File: src/rtl/dptm_pkg.sv
// Shared types, register defaults, fault codes and the torque map for the
// dual pedal torque monitor. No dependencies.
package dptm_pkg;

    localparam int AngleW = 14;
    localparam int PosW   = 10;
    localparam int FaultW = 3;
    localparam int ModeW  = 3;
    localparam int PctW   = 7;
    localparam int CfgIdxW  = 3;
    localparam int CfgDataW = 16;

    localparam int TableEntries    = 16;
    localparam int LatchClearTicks = 50;

    localparam logic [PosW-1:0]   POS_FULL   = 10'd1000;
    localparam logic [AngleW-1:0] ANGLE_FULL = 14'd16383;
    localparam logic [PosW-1:0]   SEG_SPAN   = 10'd66;   // 1000 / 15

    // fault codes
    localparam logic [FaultW-1:0] FAULT_NONE    = 3'd0;
    localparam logic [FaultW-1:0] FAULT_SENSOR1 = 3'd1;
    localparam logic [FaultW-1:0] FAULT_SENSOR2 = 3'd2;
    localparam logic [FaultW-1:0] FAULT_PLAUS   = 3'd3;
    localparam logic [FaultW-1:0] FAULT_STUCK   = 3'd4;

    // vehicle modes that carry a cap
    localparam logic [ModeW-1:0] MODE_RUN      = 3'd1;
    localparam logic [ModeW-1:0] MODE_DEGRADED = 3'd2;
    localparam logic [ModeW-1:0] MODE_LIMP     = 3'd3;

    // register indexes
    localparam logic [CfgIdxW-1:0] CFG_PLAUS_THR  = 3'd0;
    localparam logic [CfgIdxW-1:0] CFG_PLAUS_DEB  = 3'd1;
    localparam logic [CfgIdxW-1:0] CFG_STUCK_THR  = 3'd2;
    localparam logic [CfgIdxW-1:0] CFG_STUCK_TICKS = 3'd3;
    localparam logic [CfgIdxW-1:0] CFG_RAMP_STEP  = 3'd4;
    localparam logic [CfgIdxW-1:0] CFG_CAP_RUN    = 3'd5;
    localparam logic [CfgIdxW-1:0] CFG_CAP_DEGR   = 3'd6;
    localparam logic [CfgIdxW-1:0] CFG_CAP_LIMP   = 3'd7;

    // register reset values
    localparam logic [13:0] RST_PLAUS_THR   = 14'd819;
    localparam logic [7:0]  RST_PLAUS_DEB   = 8'd2;
    localparam logic [13:0] RST_STUCK_THR   = 14'd10;
    localparam logic [15:0] RST_STUCK_TICKS = 16'd100;
    localparam logic [9:0]  RST_RAMP_STEP   = 10'd50;
    localparam logic [9:0]  RST_CAP_RUN     = 10'd1000;
    localparam logic [9:0]  RST_CAP_DEGR    = 10'd750;
    localparam logic [9:0]  RST_CAP_LIMP    = 10'd300;

    // controller to datapath commands, one step per cycle but for output stalls
    typedef struct packed {
        logic capture;
        logic check;
        logic scale;
        logic seg;
        logic div;
        logic shape;
        logic load_out;
    } dptm_cmd_t;

    function automatic logic [PosW-1:0] torque_map(input logic [3:0] idx);
        logic [PosW-1:0] v;
        case (idx)
            4'd0:    v = 10'd0;
            4'd1:    v = 10'd0;
            4'd2:    v = 10'd33;
            4'd3:    v = 10'd100;
            4'd4:    v = 10'd200;
            4'd5:    v = 10'd300;
            4'd6:    v = 10'd400;
            4'd7:    v = 10'd467;
            4'd8:    v = 10'd533;
            4'd9:    v = 10'd600;
            4'd10:   v = 10'd667;
            4'd11:   v = 10'd733;
            4'd12:   v = 10'd800;
            4'd13:   v = 10'd867;
            4'd14:   v = 10'd933;
            default: v = 10'd1000;
        endcase
        return v;
    endfunction

endpackage

File: src/rtl/dptm_ctrl.sv
// Sequencing controller for the pedal torque monitor: steps one transaction
// through the datapath and owns the output valid flag. Uses dptm_pkg.
module dptm_ctrl
    import dptm_pkg::*;
(
    input  logic      clk,
    input  logic      rst_n,
    input  logic      in_valid,
    output logic      in_ready,
    output logic      out_valid,
    input  logic      out_ready,
    output dptm_cmd_t cmd
);

    typedef enum logic [2:0] {
        ST_IDLE,
        ST_CHECK,
        ST_SCALE,
        ST_SEG,
        ST_DIV,
        ST_SHAPE,
        ST_OUT
    } state_t;

    state_t state_reg;
    logic   out_valid_reg;
    logic   out_free;

    assign out_free  = !out_valid_reg || out_ready;
    assign in_ready  = (state_reg == ST_IDLE);
    assign out_valid = out_valid_reg;

    always_comb
    begin
        cmd          = '0;
        cmd.capture  = (state_reg == ST_IDLE) && in_valid;
        cmd.check    = (state_reg == ST_CHECK);
        cmd.scale    = (state_reg == ST_SCALE);
        cmd.seg      = (state_reg == ST_SEG);
        cmd.div      = (state_reg == ST_DIV);
        cmd.shape    = (state_reg == ST_SHAPE);
        cmd.load_out = (state_reg == ST_OUT) && out_free;
    end

    always_ff @(posedge clk or negedge rst_n)
    begin
        if (!rst_n)
        begin
            state_reg     <= ST_IDLE;
            out_valid_reg <= 1'b0;
        end
        else
        begin
            // a new result replaces the one taken at this edge
            if ((state_reg == ST_OUT) && out_free)
            begin
                out_valid_reg <= 1'b1;
            end
            else if (out_valid_reg && out_ready)
            begin
                out_valid_reg <= 1'b0;
            end
            unique case (state_reg)
                ST_IDLE:
                begin
                    if (in_valid)
                    begin
                        state_reg <= ST_CHECK;
                    end
                end
                ST_CHECK: state_reg <= ST_SCALE;
                ST_SCALE: state_reg <= ST_SEG;
                ST_SEG:   state_reg <= ST_DIV;
                ST_DIV:   state_reg <= ST_SHAPE;
                ST_SHAPE: state_reg <= ST_OUT;
                ST_OUT:
                begin
                    if (out_free)
                    begin
                        state_reg <= ST_IDLE;
                    end
                end
                default:  state_reg <= ST_IDLE;
            endcase
        end
    end

endmodule

File: src/rtl/dptm_dp.sv
// Datapath for the pedal torque monitor: config registers, fault detection
// state, position scaling, table interpolation, ramp, cap and fault latch.
// Uses dptm_pkg; driven by dptm_ctrl commands.
module dptm_dp
    import dptm_pkg::*;
(
    input  logic                clk,
    input  logic                rst_n,
    input  dptm_cmd_t           cmd,
    input  logic                cfg_we,
    input  logic [CfgIdxW-1:0]  cfg_index,
    input  logic [CfgDataW-1:0] cfg_data,
    input  logic [AngleW-1:0]   angle_one,
    input  logic [AngleW-1:0]   angle_two,
    input  logic                read_ok_one,
    input  logic                read_ok_two,
    input  logic [ModeW-1:0]    vehicle_mode,
    output logic [PosW-1:0]     pedal_travel,
    output logic [FaultW-1:0]   held_fault,
    output logic [FaultW-1:0]   fresh_fault,
    output logic [PosW-1:0]     torque_demand,
    output logic [PctW-1:0]     torque_percent,
    output logic                forward
);

    // configuration
    logic [13:0] plaus_thr_reg;
    logic [7:0]  plaus_deb_reg;
    logic [13:0] stuck_thr_reg;
    logic [15:0] stuck_ticks_reg;
    logic [9:0]  ramp_step_reg;
    logic [9:0]  cap_run_reg;
    logic [9:0]  cap_degr_reg;
    logic [9:0]  cap_limp_reg;

    always_ff @(posedge clk or negedge rst_n)
    begin
        if (!rst_n)
        begin
            plaus_thr_reg   <= RST_PLAUS_THR;
            plaus_deb_reg   <= RST_PLAUS_DEB;
            stuck_thr_reg   <= RST_STUCK_THR;
            stuck_ticks_reg <= RST_STUCK_TICKS;
            ramp_step_reg   <= RST_RAMP_STEP;
            cap_run_reg     <= RST_CAP_RUN;
            cap_degr_reg    <= RST_CAP_DEGR;
            cap_limp_reg    <= RST_CAP_LIMP;
        end
        else if (cfg_we)
        begin
            unique case (cfg_index)
                CFG_PLAUS_THR:   plaus_thr_reg   <= cfg_data[13:0];
                CFG_PLAUS_DEB:   plaus_deb_reg   <= cfg_data[7:0];
                CFG_STUCK_THR:   stuck_thr_reg   <= cfg_data[13:0];
                CFG_STUCK_TICKS: stuck_ticks_reg <= cfg_data;
                CFG_RAMP_STEP:   ramp_step_reg   <= cfg_data[9:0];
                CFG_CAP_RUN:     cap_run_reg     <= cfg_data[9:0];
                CFG_CAP_DEGR:    cap_degr_reg    <= cfg_data[9:0];
                CFG_CAP_LIMP:    cap_limp_reg    <= cfg_data[9:0];
                default: ;
            endcase
        end
    end

    // captured transaction
    logic [AngleW-1:0] a1_reg, a2_reg;
    logic              ok1_reg, ok2_reg;
    logic [ModeW-1:0]  mode_reg;

    always_ff @(posedge clk)
    begin
        if (cmd.capture)
        begin
            a1_reg   <= angle_one;
            a2_reg   <= angle_two;
            ok1_reg  <= read_ok_one;
            ok2_reg  <= read_ok_two;
            mode_reg <= vehicle_mode;
        end
    end

    // ---------------- fault checks (CHECK step) ----------------
    logic [7:0]        mismatch_reg, mismatch_next;
    logic [15:0]       unchanged_reg, unchanged_next;
    logic              seeded_reg, seeded_next;
    logic              reported_reg, reported_next;
    logic [AngleW-1:0] last_a1_reg;
    logic [FaultW-1:0] fresh_reg, fresh_next;

    logic [AngleW-1:0] diff12, diff_stuck, base_a1;
    logic [7:0]        mismatch_inc;
    logic [15:0]       unchanged_inc;

    always_comb
    begin
        diff12 = (a1_reg >= a2_reg) ? (a1_reg - a2_reg) : (a2_reg - a1_reg);
        base_a1 = seeded_reg ? last_a1_reg : a1_reg;
        diff_stuck = (a1_reg >= base_a1) ? (a1_reg - base_a1) : (base_a1 - a1_reg);
        mismatch_inc  = (mismatch_reg == 8'hFF) ? mismatch_reg : mismatch_reg + 8'd1;
        unchanged_inc = (unchanged_reg == 16'hFFFF) ? unchanged_reg
                                                    : unchanged_reg + 16'd1;

        mismatch_next  = mismatch_reg;
        unchanged_next = unchanged_reg;
        seeded_next    = seeded_reg;
        reported_next  = reported_reg;

        if (!ok1_reg)
        begin
            fresh_next = FAULT_SENSOR1;
        end
        else if (!ok2_reg)
        begin
            fresh_next = FAULT_SENSOR2;
        end
        else
        begin
            fresh_next = FAULT_NONE;
        end

        if (fresh_next == FAULT_NONE)
        begin
            if (diff12 >= plaus_thr_reg)
            begin
                mismatch_next = mismatch_inc;
                if (mismatch_inc >= plaus_deb_reg)
                begin
                    fresh_next = FAULT_PLAUS;
                end
            end
            else
            begin
                mismatch_next = 8'd0;
            end
        end

        if (fresh_next == FAULT_NONE)
        begin
            seeded_next = 1'b1;
            if (diff_stuck < stuck_thr_reg)
            begin
                if (!reported_reg)
                begin
                    unchanged_next = unchanged_inc;
                    if (unchanged_inc >= stuck_ticks_reg)
                    begin
                        fresh_next    = FAULT_STUCK;
                        reported_next = 1'b1;
                    end
                end
            end
            else
            begin
                unchanged_next = 16'd0;
                reported_next  = 1'b0;
            end
        end
    end

    always_ff @(posedge clk or negedge rst_n)
    begin
        if (!rst_n)
        begin
            mismatch_reg  <= '0;
            unchanged_reg <= '0;
            seeded_reg    <= 1'b0;
            reported_reg  <= 1'b0;
            last_a1_reg   <= '0;
            fresh_reg     <= FAULT_NONE;
        end
        else if (cmd.check)
        begin
            mismatch_reg  <= mismatch_next;
            unchanged_reg <= unchanged_next;
            seeded_reg    <= seeded_next;
            reported_reg  <= reported_next;
            last_a1_reg   <= a1_reg;
            fresh_reg     <= fresh_next;
        end
    end

    // average times 1000, also in CHECK step
    logic [AngleW:0] sum12;
    logic [23:0]     prod1_reg;

    assign sum12 = {1'b0, a1_reg} + {1'b0, a2_reg};

    always_ff @(posedge clk)
    begin
        if (cmd.check)
        begin
            prod1_reg <= {10'd0, sum12[AngleW:1]} * {14'd0, POS_FULL};
        end
    end

    // ---------------- scale to 0..1000 (SCALE step) ----------------
    // x / 16383: x = q0*16383 + (x mod 2^14 + q0), remainder < 2*16383
    logic [9:0]    q0;
    logic [14:0]   rem15;
    logic [10:0]   pos_q;
    logic [PosW-1:0] pos_reg;

    always_comb
    begin
        q0    = prod1_reg[23:14];
        rem15 = {1'b0, prod1_reg[13:0]} + {5'd0, q0};
        pos_q = {1'b0, q0} + ((rem15 >= {1'b0, ANGLE_FULL}) ? 11'd1 : 11'd0);
    end

    always_ff @(posedge clk)
    begin
        if (cmd.scale)
        begin
            if (!(ok1_reg && ok2_reg))
            begin
                pos_reg <= '0;
            end
            else if (pos_q > {1'b0, POS_FULL})
            begin
                pos_reg <= POS_FULL;
            end
            else
            begin
                pos_reg <= pos_q[9:0];
            end
        end
    end

    // ---------------- segment and interpolation product (SEG step) ----------------
    logic [13:0]     p15;
    logic [3:0]      seg;
    logic [10:0]     seg_base;
    logic [6:0]      frac;
    logic [PosW-1:0] lo_v, hi_v, step_v;
    logic [16:0]     prod2_full;
    logic [12:0]     prod2_reg;
    logic [PosW-1:0] lo_reg;
    logic            full_reg;

    always_comb
    begin
        p15 = {4'd0, pos_reg} * 14'd15;
        seg = 4'd0;
        for (int k = 1; k < TableEntries - 1; k++)
        begin
            if (p15 >= 14'(k * 1000))
            begin
                seg = 4'(k);
            end
        end
        seg_base   = {7'd0, seg} * {1'b0, SEG_SPAN};
        frac       = 7'({1'b0, pos_reg} - seg_base);
        lo_v       = torque_map(seg);
        hi_v       = torque_map(seg + 4'd1);
        step_v     = hi_v - lo_v;     // table is non-decreasing
        prod2_full = {7'd0, step_v} * {10'd0, frac};
    end

    always_ff @(posedge clk)
    begin
        if (cmd.seg)
        begin
            prod2_reg <= prod2_full[12:0];
            lo_reg    <= lo_v;
            full_reg  <= (pos_reg >= POS_FULL);
        end
    end

    // ---------------- divide by 66 (DIV step) ----------------
    // floor(p/66) = (p * 15888) >> 20 for p < 8192
    logic [26:0] recip_prod;
    logic [6:0]  q66_reg;

    assign recip_prod = {14'd0, prod2_reg} * 27'd15888;

    always_ff @(posedge clk)
    begin
        if (cmd.div)
        begin
            q66_reg <= recip_prod[26:20];
        end
    end

    // ---------------- ramp, cap, latch (SHAPE step) ----------------
    logic [PosW-1:0]   last_torque_reg;
    logic              latch_reg;
    logic [7:0]        clean_reg;
    logic [FaultW-1:0] hold_reg;
    logic [PosW-1:0]   torque_reg;

    logic [10:0]     interp;
    logic [PosW-1:0] mapped, ramped, mode_cap, capped, torque_next;
    logic [10:0]     ramp_lim;
    logic [7:0]      clean_inc;
    logic            latch_next;
    logic [7:0]      clean_next;
    logic [FaultW-1:0] hold_next;

    always_comb
    begin
        interp = {1'b0, lo_reg} + {4'd0, q66_reg};
        if (full_reg || interp > {1'b0, POS_FULL})
        begin
            mapped = POS_FULL;
        end
        else
        begin
            mapped = interp[9:0];
        end

        ramp_lim = {1'b0, last_torque_reg} + {1'b0, ramp_step_reg};
        if (mapped > last_torque_reg && {1'b0, mapped} > ramp_lim)
        begin
            ramped = ramp_lim[9:0];   // below mapped, so fits
        end
        else
        begin
            ramped = mapped;
        end

        unique case (mode_reg)
            MODE_RUN:      mode_cap = cap_run_reg;
            MODE_DEGRADED: mode_cap = cap_degr_reg;
            MODE_LIMP:     mode_cap = cap_limp_reg;
            default:       mode_cap = '0;
        endcase
        capped = (ramped > mode_cap) ? mode_cap : ramped;

        clean_inc   = (clean_reg == 8'hFF) ? clean_reg : clean_reg + 8'd1;
        latch_next  = latch_reg;
        clean_next  = clean_reg;
        hold_next   = hold_reg;
        torque_next = capped;

        if (fresh_reg != FAULT_NONE)
        begin
            hold_next  = fresh_reg;
            latch_next = 1'b1;
            clean_next = 8'd0;
            // stuck tick latches but still passes torque this once
            if (fresh_reg != FAULT_STUCK)
            begin
                torque_next = '0;
            end
        end
        else if (latch_reg)
        begin
            if (clean_inc >= 8'(LatchClearTicks))
            begin
                latch_next = 1'b0;
                clean_next = 8'd0;
                hold_next  = FAULT_NONE;
            end
            else
            begin
                clean_next  = clean_inc;
                torque_next = '0;
            end
        end
        else
        begin
            hold_next = FAULT_NONE;
        end
    end

    always_ff @(posedge clk or negedge rst_n)
    begin
        if (!rst_n)
        begin
            last_torque_reg <= '0;
            latch_reg       <= 1'b0;
            clean_reg       <= '0;
            hold_reg        <= FAULT_NONE;
        end
        else if (cmd.shape)
        begin
            last_torque_reg <= ramped;
            latch_reg       <= latch_next;
            clean_reg       <= clean_next;
            hold_reg        <= hold_next;
        end
    end

    always_ff @(posedge clk)
    begin
        if (cmd.shape)
        begin
            torque_reg <= torque_next;
        end
    end

    // ---------------- percent and output register (OUT step) ----------------
    // t / 10 = (t * 205) >> 11 for t < 1024
    logic [17:0]     pct_prod;
    logic [PctW-1:0] pct;

    logic [PosW-1:0]   pos_out_reg;
    logic [FaultW-1:0] held_out_reg;
    logic [FaultW-1:0] fresh_out_reg;
    logic [PosW-1:0]   torque_out_reg;
    logic [PctW-1:0]   pct_out_reg;
    logic              fwd_out_reg;

    assign pct_prod = {8'd0, torque_reg} * 18'd205;
    assign pct = (pct_prod[17:11] > 7'd100) ? 7'd100 : pct_prod[17:11];

    always_ff @(posedge clk)
    begin
        if (cmd.load_out)
        begin
            pos_out_reg    <= pos_reg;
            held_out_reg   <= hold_reg;
            fresh_out_reg  <= fresh_reg;
            torque_out_reg <= torque_reg;
            pct_out_reg    <= pct;
            fwd_out_reg    <= (torque_reg != '0);
        end
    end

    assign pedal_travel   = pos_out_reg;
    assign held_fault     = held_out_reg;
    assign fresh_fault    = fresh_out_reg;
    assign torque_demand  = torque_out_reg;
    assign torque_percent = pct_out_reg;
    assign forward        = fwd_out_reg;

endmodule

File: src/rtl/dual_pedal_torque_monitor_unit.sv
// Top level of the dual pedal torque monitor: controller plus datapath.
// Depends on dptm_pkg, dptm_ctrl and dptm_dp.
//
// Usage:
//  - Input channel (in_valid/in_ready) carries one pedal tick per transaction:
//    both angles, both read-ok flags and the vehicle mode.
//  - Output channel (out_valid/out_ready) returns exactly one result per tick:
//    position, held and fresh fault codes, torque, percent and direction.
//  - Config port: cfg_we with cfg_index/cfg_data writes one register at once;
//    write only while no tick is in flight.
//  - Order: an accepted tick passes CHECK, SCALE, SEG, DIV, SHAPE and OUT;
//    out_valid rises as OUT loads the result, if the output register is free.
//  - Sequencing: one tick at a time (accept, then six sequenced steps:
//    fault check, scaling divide, segment lookup, interpolation divide,
//    ramp/cap/latch, output load), one step per cycle but for output stalls.
//  - Stall: if the previous result is still unread the sequencer holds in its
//    last step and in_ready stays low; the computed tick is kept, not lost.
//    A new tick can be accepted while a finished result waits to be taken.
//  - Reset (rst_n low, async): registers return to their defaults, all
//    monitor state clears, no result is pending.
module dual_pedal_torque_monitor_unit
    import dptm_pkg::*;
(
    input  logic                clk,
    input  logic                rst_n,
    // input channel
    input  logic                in_valid,
    output logic                in_ready,
    input  logic [AngleW-1:0]   angle_one,
    input  logic [AngleW-1:0]   angle_two,
    input  logic                read_ok_one,
    input  logic                read_ok_two,
    input  logic [ModeW-1:0]    vehicle_mode,
    // output channel
    output logic                out_valid,
    input  logic                out_ready,
    output logic [PosW-1:0]     pedal_travel,
    output logic [FaultW-1:0]   held_fault,
    output logic [FaultW-1:0]   fresh_fault,
    output logic [PosW-1:0]     torque_demand,
    output logic [PctW-1:0]     torque_percent,
    output logic                forward,
    // configuration writes
    input  logic                cfg_we,
    input  logic [CfgIdxW-1:0]  cfg_index,
    input  logic [CfgDataW-1:0] cfg_data
);

    dptm_cmd_t cmd;

    // step sequencer; in_ready only while idle
    dptm_ctrl u_ctrl (
        .clk       (clk),
        .rst_n     (rst_n),
        .in_valid  (in_valid),
        .in_ready  (in_ready),
        .out_valid (out_valid),
        .out_ready (out_ready),
        .cmd       (cmd)
    );

    // all arithmetic, monitor state and output payload registers
    dptm_dp u_dp (
        .clk            (clk),
        .rst_n          (rst_n),
        .cmd            (cmd),
        .cfg_we         (cfg_we),
        .cfg_index      (cfg_index),
        .cfg_data       (cfg_data),
        .angle_one      (angle_one),
        .angle_two      (angle_two),
        .read_ok_one    (read_ok_one),
        .read_ok_two    (read_ok_two),
        .vehicle_mode   (vehicle_mode),
        .pedal_travel   (pedal_travel),
        .held_fault     (held_fault),
        .fresh_fault    (fresh_fault),
        .torque_demand  (torque_demand),
        .torque_percent (torque_percent),
        .forward        (forward)
    );

endmodule
File: config.mk
export PLATFORM = sky130hd
export DESIGN_NAME = dual_pedal_torque_monitor_unit
export DESIGN_NICKNAME = d
export VERILOG_FILES = /design/src/rtl/dptm_pkg.sv /design/src/rtl/dptm_ctrl.sv /design/src/rtl/dptm_dp.sv /design/src/rtl/dual_pedal_torque_monitor_unit.sv
export SDC_FILE = /design/constraint.sdc
export NUM_CORES = 1
export LEC_CHECK = 0
export BUFFER_PORTS_ARGS = -buffer_cell sky130_fd_sc_hd__buf_2
export CAP_MARGIN = 10
export CORE_MARGIN = 2
export CORE_UTILIZATION = 40
export CTS_CLUSTER_SIZE = 16
export DETAILED_ROUTE_END_ITERATION = 6
export SYNTH_ARGS = -nofsm -noshare
export SYNTH_HDL_FRONTEND = slang
export SYNTH_SLANG_ARGS = --single-unit
File: constraint.sdc
create_clock -name clk -period 17 [get_ports clk]
set_clock_uncertainty 0.2 [all_clocks]
set_input_delay 1.7 -clock clk [delete_from_list [all_inputs] [get_ports clk]]
set_output_delay 1.7 -clock clk [all_outputs]
set_load 0.02 [all_outputs]
==> results.sh, run 1 <==
export IMPL_fin_area_um2=31000
export IMPL_synth_top_area_share_pct=18.2
export IMPL_rows=97
export IMPL_slowest_stage="xnor2_1"
export IMPL_postCtsHoldBufs=0
export IMPL_cts_root_buf="clkbuf_16"
export IMPL_grt_pass1_wl_mm=110
export IMPL_worst_r2r_path_depth=47
export IMPL_finalSetupViolations=0
export IMPL_wirelength_mm=65.8
export IMPL_cts_resized=0
export IMPL_period_minus_slack_ps=13080
export IMPL_dpl_instance_area_um2=29700
export IMPL_synth_seq_area_share_pct=29.2
export IMPL_top_level_ports=93
export IMPL_numCtsBuffers=38
export IMPL_die_area_um2=72800
export IMPL_period_share_pct=76.9
export IMPL_postCtsSetupBuffers=0
export IMPL_initial_core_util_pct=40.4
export IMPL_required_ps=17110
export IMPL_syn_inst=2841
export IMPL_synth_seq_cells=300
export IMPL_crit_fanout=15
export IMPL_fmax_mhz=76.5
export IMPL_slew_violations=0
export IMPL_grt_usage_pct=18.3
export IMPL_critPathTopFamily="adder cells"
export IMPL_tightest_slew_ps=1180
export IMPL_largest_register_ffs=21
export IMPL_die_x_um=270
export IMPL_endpoint="u_dp.prod2_reg[12]$_DFFE_PP_"
export IMPL_status="finished, final reports clean"
export IMPL_arrival_ps=13190
export IMPL_preCtsSetupSlack_ps=4000
export IMPL_synth_cell_types=101
export IMPL_critPathLaunch="u_dp.pos_reg[5]$_SDFFCE_PN0P_"
export IMPL_hold_path_class="flip-flop to flip-flop"
export IMPL_grt_start_max_net_pins=90
export IMPL_r2r_slack_ps=3920
export IMPL_reg2reg_to="u_dp.prod2_reg[12]$_DFFE_PP_"
export IMPL_cts_buffer_depth=3
export IMPL_synth_top_cells_by_count="ha_1 (410), inv_1 (380), nor2_1 (181)"
export IMPL_max_stage_delay_ps=920
export IMPL_layout_drive_gt1_share_pct=11.8
export IMPL_criticalPathCategory="flip-flop to flip-flop"
export IMPL_tns_ps=0
export IMPL_num_vias=20300
export IMPL_dp_hpwl_mm=52.3
export IMPL_first_pass_iters=7
export IMPL_die_y_um=270
export IMPL_cts_sink_count=300
export IMPL_core_um2=70000
export IMPL_layout_nets=3535
export IMPL_endpoint_kind="flip-flop"
export IMPL_synthArstFlopShare_pct=53.7
export IMPL_path_clk_slew_ps=60
export IMPL_layout_setup_ws_ps=3920
export IMPL_area_growth_pct=9.62
export IMPL_viasPerCell=5.24
export IMPL_drt_iter0_drc=958
export IMPL_num_antenna_cells=0
export IMPL_rsz0062_at_grt="no"
export IMPL_synth_area_um2=28300
export IMPL_syn_num_nets=3469
export IMPL_grt_overflow_total=0
export IMPL_synth_area_leaders="ha_1 (18%), edfxtp_1 (15%), dfrtp_1 (11%), fa_1 (11%), inv_1 (5.0%)"
export IMPL_cp_common_cell="inv_1"
export IMPL_routabilityCongestion=0.879
export IMPL_synth_edf_count=139
export IMPL_nFillCells=6690
export IMPL_remaining_drc_errors=0
export IMPL_whs_ps=290
export IMPL_yosysTopAreaCell="ha_1"
export IMPL_portBuffers=92
export IMPL_path_depth=47
export IMPL_syn_area_per_cell_um2=9.95
export IMPL_crit_buf_inv=8
export IMPL_finalHoldViolations=0
export IMPL_synth_warnings=0
export IMPL_clk_latency_ps=600
export IMPL_drv_cap=0
export IMPL_avgRoutedWirePerCell_um=17.0
export IMPL_timing_rr_start="u_dp.pos_reg[5]$_SDFFCE_PN0P_"
export IMPL_htreeDepth=2
export IMPL_slew_headroom_pct=21.0
export IMPL_drtAntennaViolNets=0
export IMPL_antenna_found_initial=1
export IMPL_cts_tree="done"
export IMPL_start_kind="flip-flop"
export IMPL_grt_pass1_vias=21200
export IMPL_ys_flop_type="edfxtp_1"
export IMPL_yosysMostFrequentCell="ha_1"
==> metal layers <==
metal / GRT usage [%] / share of wire, % / vias up
met5: 0 / 0 / -
met4: 4.55 / 2.2 / 0
met3: 2.13 / 3.5 / 80
met2: 32.8 / 50 / 354
met1: 23.6 / 45 / 9934
li1: - / - / 9957
==> worst reg2reg max path: cells and delay by family (launching register included) <==
kind,cells,cell delay (ps)
compound gates,15,3200
xor+xnor,6,2020
fa+ha+maj,12,5040
buf+inv,8,1090
flops,1,480
simple gates,6,780
==> logic make-up (layout without fill, tap and decap cells) <==
logic type	Yosys count	in the layout	synth area share (%)
muxes	133	133	5.15
and+or+nand+nor	632	632	10.8
xor gates and xnor gates	148	148	4.73
AOI/OAI and AO/OA	600	600	14.4
adders and majority gates	571	571	29.6
DFF	300	300	29.2
buffers and inverters	457	552	6.19
==> through the flow <==
step	std cells	utilization (%)
after floorplan	2841	-
after global placement	3807	42.4
after detailed placement	3807	42.4
after CTS	3876	44.2
after global routing	3876	44.2
final	3876	44.2
==> placed cells by master (no fill, tap or decap), drive strengths merged, types with 46 or more instances in the layout <==
master / count
fa: 161
a21o: 82
edfxtp: 139
nand2: 166
a21oi: 162
o21a: 46
nor3: 50
mux2: 99
inv: 382
dfrtp: 129
ha: 410
buf: 101
xnor2: 106
o21ai: 115
nor2: 182
==> cell type report <==
cell class	count	area (um^2)	share of cell area [%]
tap	940	1180	3.80
clock buffer	45	987	3.19
inverter	382	1430	4.63
sequential	300	8240	26.6
multi-input combinational	2084	18300	59.0
timing repair buffer	101	534	1.72
clock inverter	24	318	1.03
==> worst min path at each step <==
stage                                               startpoint                              endpoint  slack, ps  cells after the start
after floorplan                   u_dp.hold_reg[0]$_DFFE_PN0P_          u_dp.held_fault[0]$_DFFE_PP_        220                      0
after global placement           u_dp.pos_reg[7]$_SDFFCE_PN0P_        u_dp.pedal_travel[7]$_DFFE_PP_        270                      0
after detailed placement         u_dp.pos_reg[7]$_SDFFCE_PN0P_        u_dp.pedal_travel[7]$_DFFE_PP_        280                      0
after CTS                        u_dp.pos_reg[7]$_SDFFCE_PN0P_        u_dp.pedal_travel[7]$_DFFE_PP_        290                      0
after global routing      u_dp.stuck_ticks_reg[12]$_DFFE_PN0P_  u_dp.stuck_ticks_reg[12]$_DFFE_PN0P_        310                      1
final                            u_dp.pos_reg[7]$_SDFFCE_PN0P_        u_dp.pedal_travel[7]$_DFFE_PP_        290                      0
Power of run 1 is not shown: default switching activity piles up to over one toggle a cycle in this logic, so the estimate is an artifact.
==> run 2: changes to the inputs <==
--- a/config.mk
+++ b/config.mk
@@ -5,6 +5,7 @@
 export SDC_FILE = /design/constraint.sdc
 export NUM_CORES = 1
 export LEC_CHECK = 0
+export ABC_AREA = 1
 export BUFFER_PORTS_ARGS = -buffer_cell sky130_fd_sc_hd__buf_2
 export CAP_MARGIN = 10
 export CORE_MARGIN = 2
==> constraint.sdc (replaced) <==
create_clock -name clk -period 12.6 [get_ports clk]
set_clock_uncertainty 0.2 [all_clocks]
set_input_delay 1.26 -clock clk [delete_from_list [all_inputs] [get_ports clk]]
set_output_delay 1.26 -clock clk [all_outputs]
set_load 0.02 [all_outputs]
==> results.sh, run 2 <==
export IMPL_ys_flop_type="edfxtp_1"
export IMPL_final_core_util_pct=44.6
export IMPL_yosysTopAreaCell="ha_1"
export IMPL_core_um2=68500
export IMPL_cts_buffer_depth=3
export IMPL_clk_latency_ps=580
export IMPL_die_x_um=267
export IMPL_yosysMostFrequentCell="inv_1"
export IMPL_htreeDepth=2
export IMPL_drt_iter0_drc=1070
export IMPL_num_vias=20600
export IMPL_rsz0062_at_grt="no"
export IMPL_syn_num_nets=3803
export IMPL_final_cell_mix="inv_1 (624), nand2_1 (476), ha_1 (410)"
export IMPL_drv_cap=0
export IMPL_max_stage_delay_ps=540
export IMPL_finalSetupViolations=0
export IMPL_status="finished, final reports clean"
export IMPL_drtAntennaViolNets=0
export IMPL_synth_warnings=0
export IMPL_wirelength_mm=64.2
export IMPL_synth_seq_area_share_pct=29.8
export IMPL_layout_drive_gt1_share_pct=8.83
export IMPL_nFillCells=6765
export IMPL_area_growth_pct=10.4
export IMPL_grt_pass1_wl_mm=105
export IMPL_path_clk_slew_ps=60
export IMPL_dp_cells=4116
export IMPL_initial_core_util_pct=40.4
export IMPL_numCtsBuffers=39
export IMPL_top_level_ports=93
export IMPL_die_y_um=267
export IMPL_hold_path_class="flip-flop to flip-flop"
export IMPL_remaining_drc_errors=0
export IMPL_cts_tree="done"
export IMPL_largest_register_ffs=21
export IMPL_tightest_slew_ps=1130
export IMPL_antenna_found_initial=2
export IMPL_slowest_stage="fa_1"
export IMPL_period_share_pct=91.1
export IMPL_finalHoldViolations=0
export IMPL_endpoint_kind="flip-flop"
export IMPL_synth_cell_types=70
export IMPL_criticalPathCategory="flip-flop to flip-flop"
export IMPL_crit_fanout=15
export IMPL_cp_common_cell="inv_1"
export IMPL_viasPerCell=4.92
export IMPL_period_minus_slack_ps=11480
export IMPL_syn_inst=3175
export IMPL_num_antenna_cells=0
export IMPL_die_area_um2=71200
export IMPL_routabilityCongestion=0.890
export IMPL_multi_input_area_um2=16800
export IMPL_r2r_slack_ps=1120
export IMPL_first_pass_iters=5
export IMPL_synth_top_area_share_pct=18.6
export IMPL_cts_resized=0
export IMPL_arrival_ps=11590
export IMPL_synth_edf_count=139
export IMPL_grt_pass1_vias=20400
export IMPL_postCtsSetupBuffers=0
export IMPL_syn_area_per_cell_um2=8.70
export IMPL_fmax_mhz=87.1
export IMPL_portBuffers=92
export IMPL_synth_area_leaders="ha_1 (19%), edfxtp_1 (15%), dfrtp_1 (12%), fa_1 (12%), inv_1 (8.5%)"
export IMPL_synth_seq_cells=300
export IMPL_grt_start_max_net_pins=83
export IMPL_layoutNonFillerInstCount=4188
export IMPL_rows=96
export IMPL_whs_ps=266
export IMPL_start_kind="flip-flop"
export IMPL_tns_ps=0
export IMPL_postCtsHoldBufs=0
export IMPL_cts_root_buf="clkbuf_16"
export IMPL_cts_sink_count=300
export IMPL_synth_area_um2=27600
export IMPL_seq_area_um2=8240
export IMPL_layout_nets=3903
export IMPL_avgRoutedWirePerCell_um=15.3
export IMPL_synth_top_cells_by_count="inv_1 (624), nand2_1 (476), ha_1 (410)"
export IMPL_grt_usage_pct=18.5
export IMPL_slew_headroom_pct=24.4
export IMPL_dp_hpwl_mm=51.6
export IMPL_synthArstFlopShare_pct=53.7
export IMPL_required_ps=12720
export IMPL_final_common_cell="inv_1"
export IMPL_slew_violations=0
export IMPL_grt_overflow_total=0
-- run 2: changes by cell type in the layout (fill, tap and decap cells not counted), moves of 25 or more --
cell / before / now
xor2_1: 41 / 103
mux2i_1: 34 / 4
a21oi_1: 160 / 185
o21ai_0: 109 / 245
nor2b_1: 29 / 0
nand3_1: 44 / 94
mux2_2: 99 / 2
nand2b_1: 35 / 0
xnor2_1: 103 / 31
o21a_1: 45 / 10
a21o_1: 82 / 10
inv_1: 380 / 624
nand2_1: 165 / 476
-- run 2: logic make-up (layout without fill, tap and decap cells) --
family / after synthesis / after routing / share of synthesized area [%]
fa+ha+maj: 571 / 571 / 30.2
buf+inv: 685 / 816 / 9.37
xor+xnor: 134 / 134 / 4.25
compound gates: 577 / 577 / 12.0
flops: 300 / 300 / 29.8
simple gates: 902 / 902 / 14.1
mux: 6 / 6 / 0.226
-- run 2: area by class of cell --
| cell class | count | area share, % |
|---|---|---|
| timing repair buffer | 104 | 1.82 |
| tap | 882 | 3.62 |
| clock inverter | 19 | 0.800 |
| clock buffer | 53 | 3.67 |
| multi-input combinational | 2190 | 55.2 |
| inverter | 640 | 7.88 |
| sequential | 300 | 27.0 |
-- run 2: worst paths after layout --
check	from	endpoint	depth (start not counted)
max	u_dp.pos_reg[4]$_SDFFCE_PP0P_	u_dp.prod2_reg[12]$_DFFE_PP_	60
min	u_dp.hold_reg[2]$_DFFE_PN0P_	u_dp.held_fault[2]$_DFFE_PP_	0
max reg2reg	u_dp.pos_reg[4]$_SDFFCE_PP0P_	u_dp.prod2_reg[12]$_DFFE_PP_	60
min reg2reg	u_dp.hold_reg[2]$_DFFE_PN0P_	u_dp.held_fault[2]$_DFFE_PP_	0
max in group asynchronous	rst_n	u_dp.hold_reg[0]$_DFFE_PN0P_	2
min in group asynchronous	rst_n	u_dp.last_a1_reg[13]$_DFFE_PN0P_	1
-- run 2: worst max-delay path: cells and delay by family (launching register included) --
family / cells / cell delay (ps)
adders and majority gates: 12 / 4860
and+or+nand+nor: 21 / 1890
AOI/OAI and AO/OA: 10 / 1490
buffers and inverters: 14 / 1450
xor gates and xnor gates: 3 / 850
DFF: 1 / 470
-- run 2: metal layers --
metal / vias to the layer above / global-route usage, % / wire length (um)
li1: 10600 / - / -
met2: 343 / 31.2 / 30200
met1: 9599 / 24.7 / 29900
met3: 92 / 2.78 / 2520
met4: 2 / 5.00 / 1630
met5: - / 0 / 13
-- run 2: metrics by stage --
step	setup WS (ps)	area (um^2)
2_1_floorplan	2390	27600
3_3_place_gp	1430	29100
3_5_place_dp	1170	29100
4_1_cts	1160	30500
5_1_grt	154	30500
6_report	1120	30500
Power of run 2 is left out for the same reason.
==> run 3: changes to the inputs <==
--- a/config.mk
+++ b/config.mk
@@ -6,12 +6,12 @@
 export NUM_CORES = 1
 export LEC_CHECK = 0
 export ABC_AREA = 1
-export BUFFER_PORTS_ARGS = -buffer_cell sky130_fd_sc_hd__buf_2
 export CAP_MARGIN = 10
 export CORE_MARGIN = 2
 export CORE_UTILIZATION = 40
 export CTS_CLUSTER_SIZE = 16
 export DETAILED_ROUTE_END_ITERATION = 6
+export DONT_BUFFER_PORTS = 1
 export SYNTH_ARGS = -nofsm -noshare
 export SYNTH_HDL_FRONTEND = slang
 export SYNTH_SLANG_ARGS = --single-unit
==> results.sh, run 3 (synthesis results as in run 2) <==
export IMPL_core_um2=68500
export IMPL_finalSetupViolations=0
export IMPL_cts_resized=0
export IMPL_htreeDepth=2
export IMPL_final_cell_mix="inv_1 (624), nand2_1 (476), ha_1 (410)"
export IMPL_cts_sink_count=300
export IMPL_viasPerCell=4.99
export IMPL_clk_latency_ps=590
export IMPL_first_pass_iters=5
export IMPL_num_vias=20400
export IMPL_required_ps=12720
export IMPL_finalHoldViolations=0
export IMPL_slowest_stage="fa_1"
export IMPL_grt_pass1_vias=20300
export IMPL_numCtsBuffers=39
export IMPL_portBuffers=0
export IMPL_crit_fanout=15
export IMPL_routabilityCongestion=0.885
export IMPL_endpoint_kind="flip-flop"
export IMPL_remaining_drc_errors=0
export IMPL_largest_register_ffs=21
export IMPL_die_y_um=267
export IMPL_drv_cap=0
export IMPL_rsz0062_at_grt="no"
export IMPL_wirelength_mm=64.1
export IMPL_whs_ps=188
export IMPL_hold_path_class="primary input to async pin"
export IMPL_drt_iter0_drc=1058
export IMPL_worst_r2r_path_depth=62
export IMPL_antenna_found_initial=1
export IMPL_slew_violations=0
export IMPL_period_share_pct=91.1
export IMPL_path_clk_slew_ps=70
export IMPL_num_antenna_cells=0
export IMPL_die_area_um2=71200
export IMPL_area_growth_pct=8.78
export IMPL_cp_common_cell="nand2_1"
export IMPL_tns_ps=0
export IMPL_postCtsSetupBuffers=0
export IMPL_avgRoutedWirePerCell_um=15.6
export IMPL_dp_hpwl_mm=51.1
export IMPL_fmax_mhz=87.1
export IMPL_grt_start_max_net_pins=162
export IMPL_die_x_um=267
export IMPL_arrival_ps=11600
export IMPL_max_stage_delay_ps=540
export IMPL_cts_buffer_depth=3
export IMPL_slew_headroom_pct=29.9
export IMPL_grt_overflow_total=0
export IMPL_cts_tree="done"
export IMPL_layout_drive_gt1_share_pct=6.19
export IMPL_start_kind="flip-flop"
export IMPL_initial_core_util_pct=40.4
export IMPL_grt_pass1_wl_mm=106
export IMPL_status="finished, final reports clean"
export IMPL_rows=96
export IMPL_period_minus_slack_ps=11480
export IMPL_layout_nets=3811
export IMPL_top_level_ports=93
export IMPL_cts_root_buf="clkbuf_16"
export IMPL_drtAntennaViolNets=0
export IMPL_postCtsHoldBufs=0
export IMPL_grt_usage_pct=18.6
export IMPL_final_common_cell="inv_1"
export IMPL_final_core_util_pct=43.9
export IMPL_tightest_slew_ps=1050
export IMPL_criticalPathCategory="flip-flop to flip-flop"
## run 3: changes by cell type in the layout (fill, tap and decap cells not counted), sizes merged
cell      change
clkinv        -2
inv           +1
buf          -92
clkinvlp      +1
## run 3: path summary, 6_finish.rpt
kind / endpoint / startpoint / slack (ps)
min in group clk: u_dp.last_a1_reg[6]$_DFFE_PN0P_ / u_dp.last_a1_reg[6]$_DFFE_PN0P_ / 280
hold reg to reg: u_dp.last_a1_reg[6]$_DFFE_PN0P_ / u_dp.last_a1_reg[6]$_DFFE_PN0P_ / 280
setup reg to reg: u_dp.prod2_reg[12]$_DFFE_PP_ / u_dp.pos_reg[4]$_SDFFCE_PP0P_ / 1120
hold / removal: u_dp.unchanged_reg[9]$_DFFE_PN0P_ / rst_n / 190
max in group asynchronous: u_dp.stuck_thr_reg[1]$_DFFE_PN1P_ / rst_n / 11680
setup / recovery: u_dp.prod2_reg[12]$_DFFE_PP_ / u_dp.pos_reg[4]$_SDFFCE_PP0P_ / 1120
## run 3: metrics by stage
stage,setup WS (ps),cell area [um^2],std cells
finish,1120,30100,4096
global route,218,30100,4096
CTS,1140,30000,4095
detailed placement,1200,28700,4023
global placement,1420,28700,4023
floorplan,2390,27600,3175
## run 3: cell type report
class	count	area [um^2]
Timing Repair Buffer	12	97.6
Multi-Input combinational cell	2190	16800
Sequential cell	300	8240
Inverter	640	2400
Fill cell	6792	38400
Clock inverter	19	255
Clock buffer	53	1120
Tap cell	882	1100
## run 3: routing by layer
| layer | track usage, % | routed length (um) | vias to the layer above |
|---|---|---|---|
| li1 | - | - | 10400 |
| met1 | 24.8 | 30000 | 9666 |
| met2 | 31.3 | 30100 | 317 |
| met3 | 2.39 | 2290 | 81 |
| met4 | 5.53 | 1730 | 2 |
| met5 | 0 | 13 | - |
## run 3: critical path: cells and delay by family (launching register included)
family          cells  cell delay (ps)
compound gates      9             1270
xor+xnor            3              870
fa+ha+maj          12             4680
buf+inv            13             1510
flops               1              490
simple gates       25             2190
Power of run 3 is left out for the same reason.
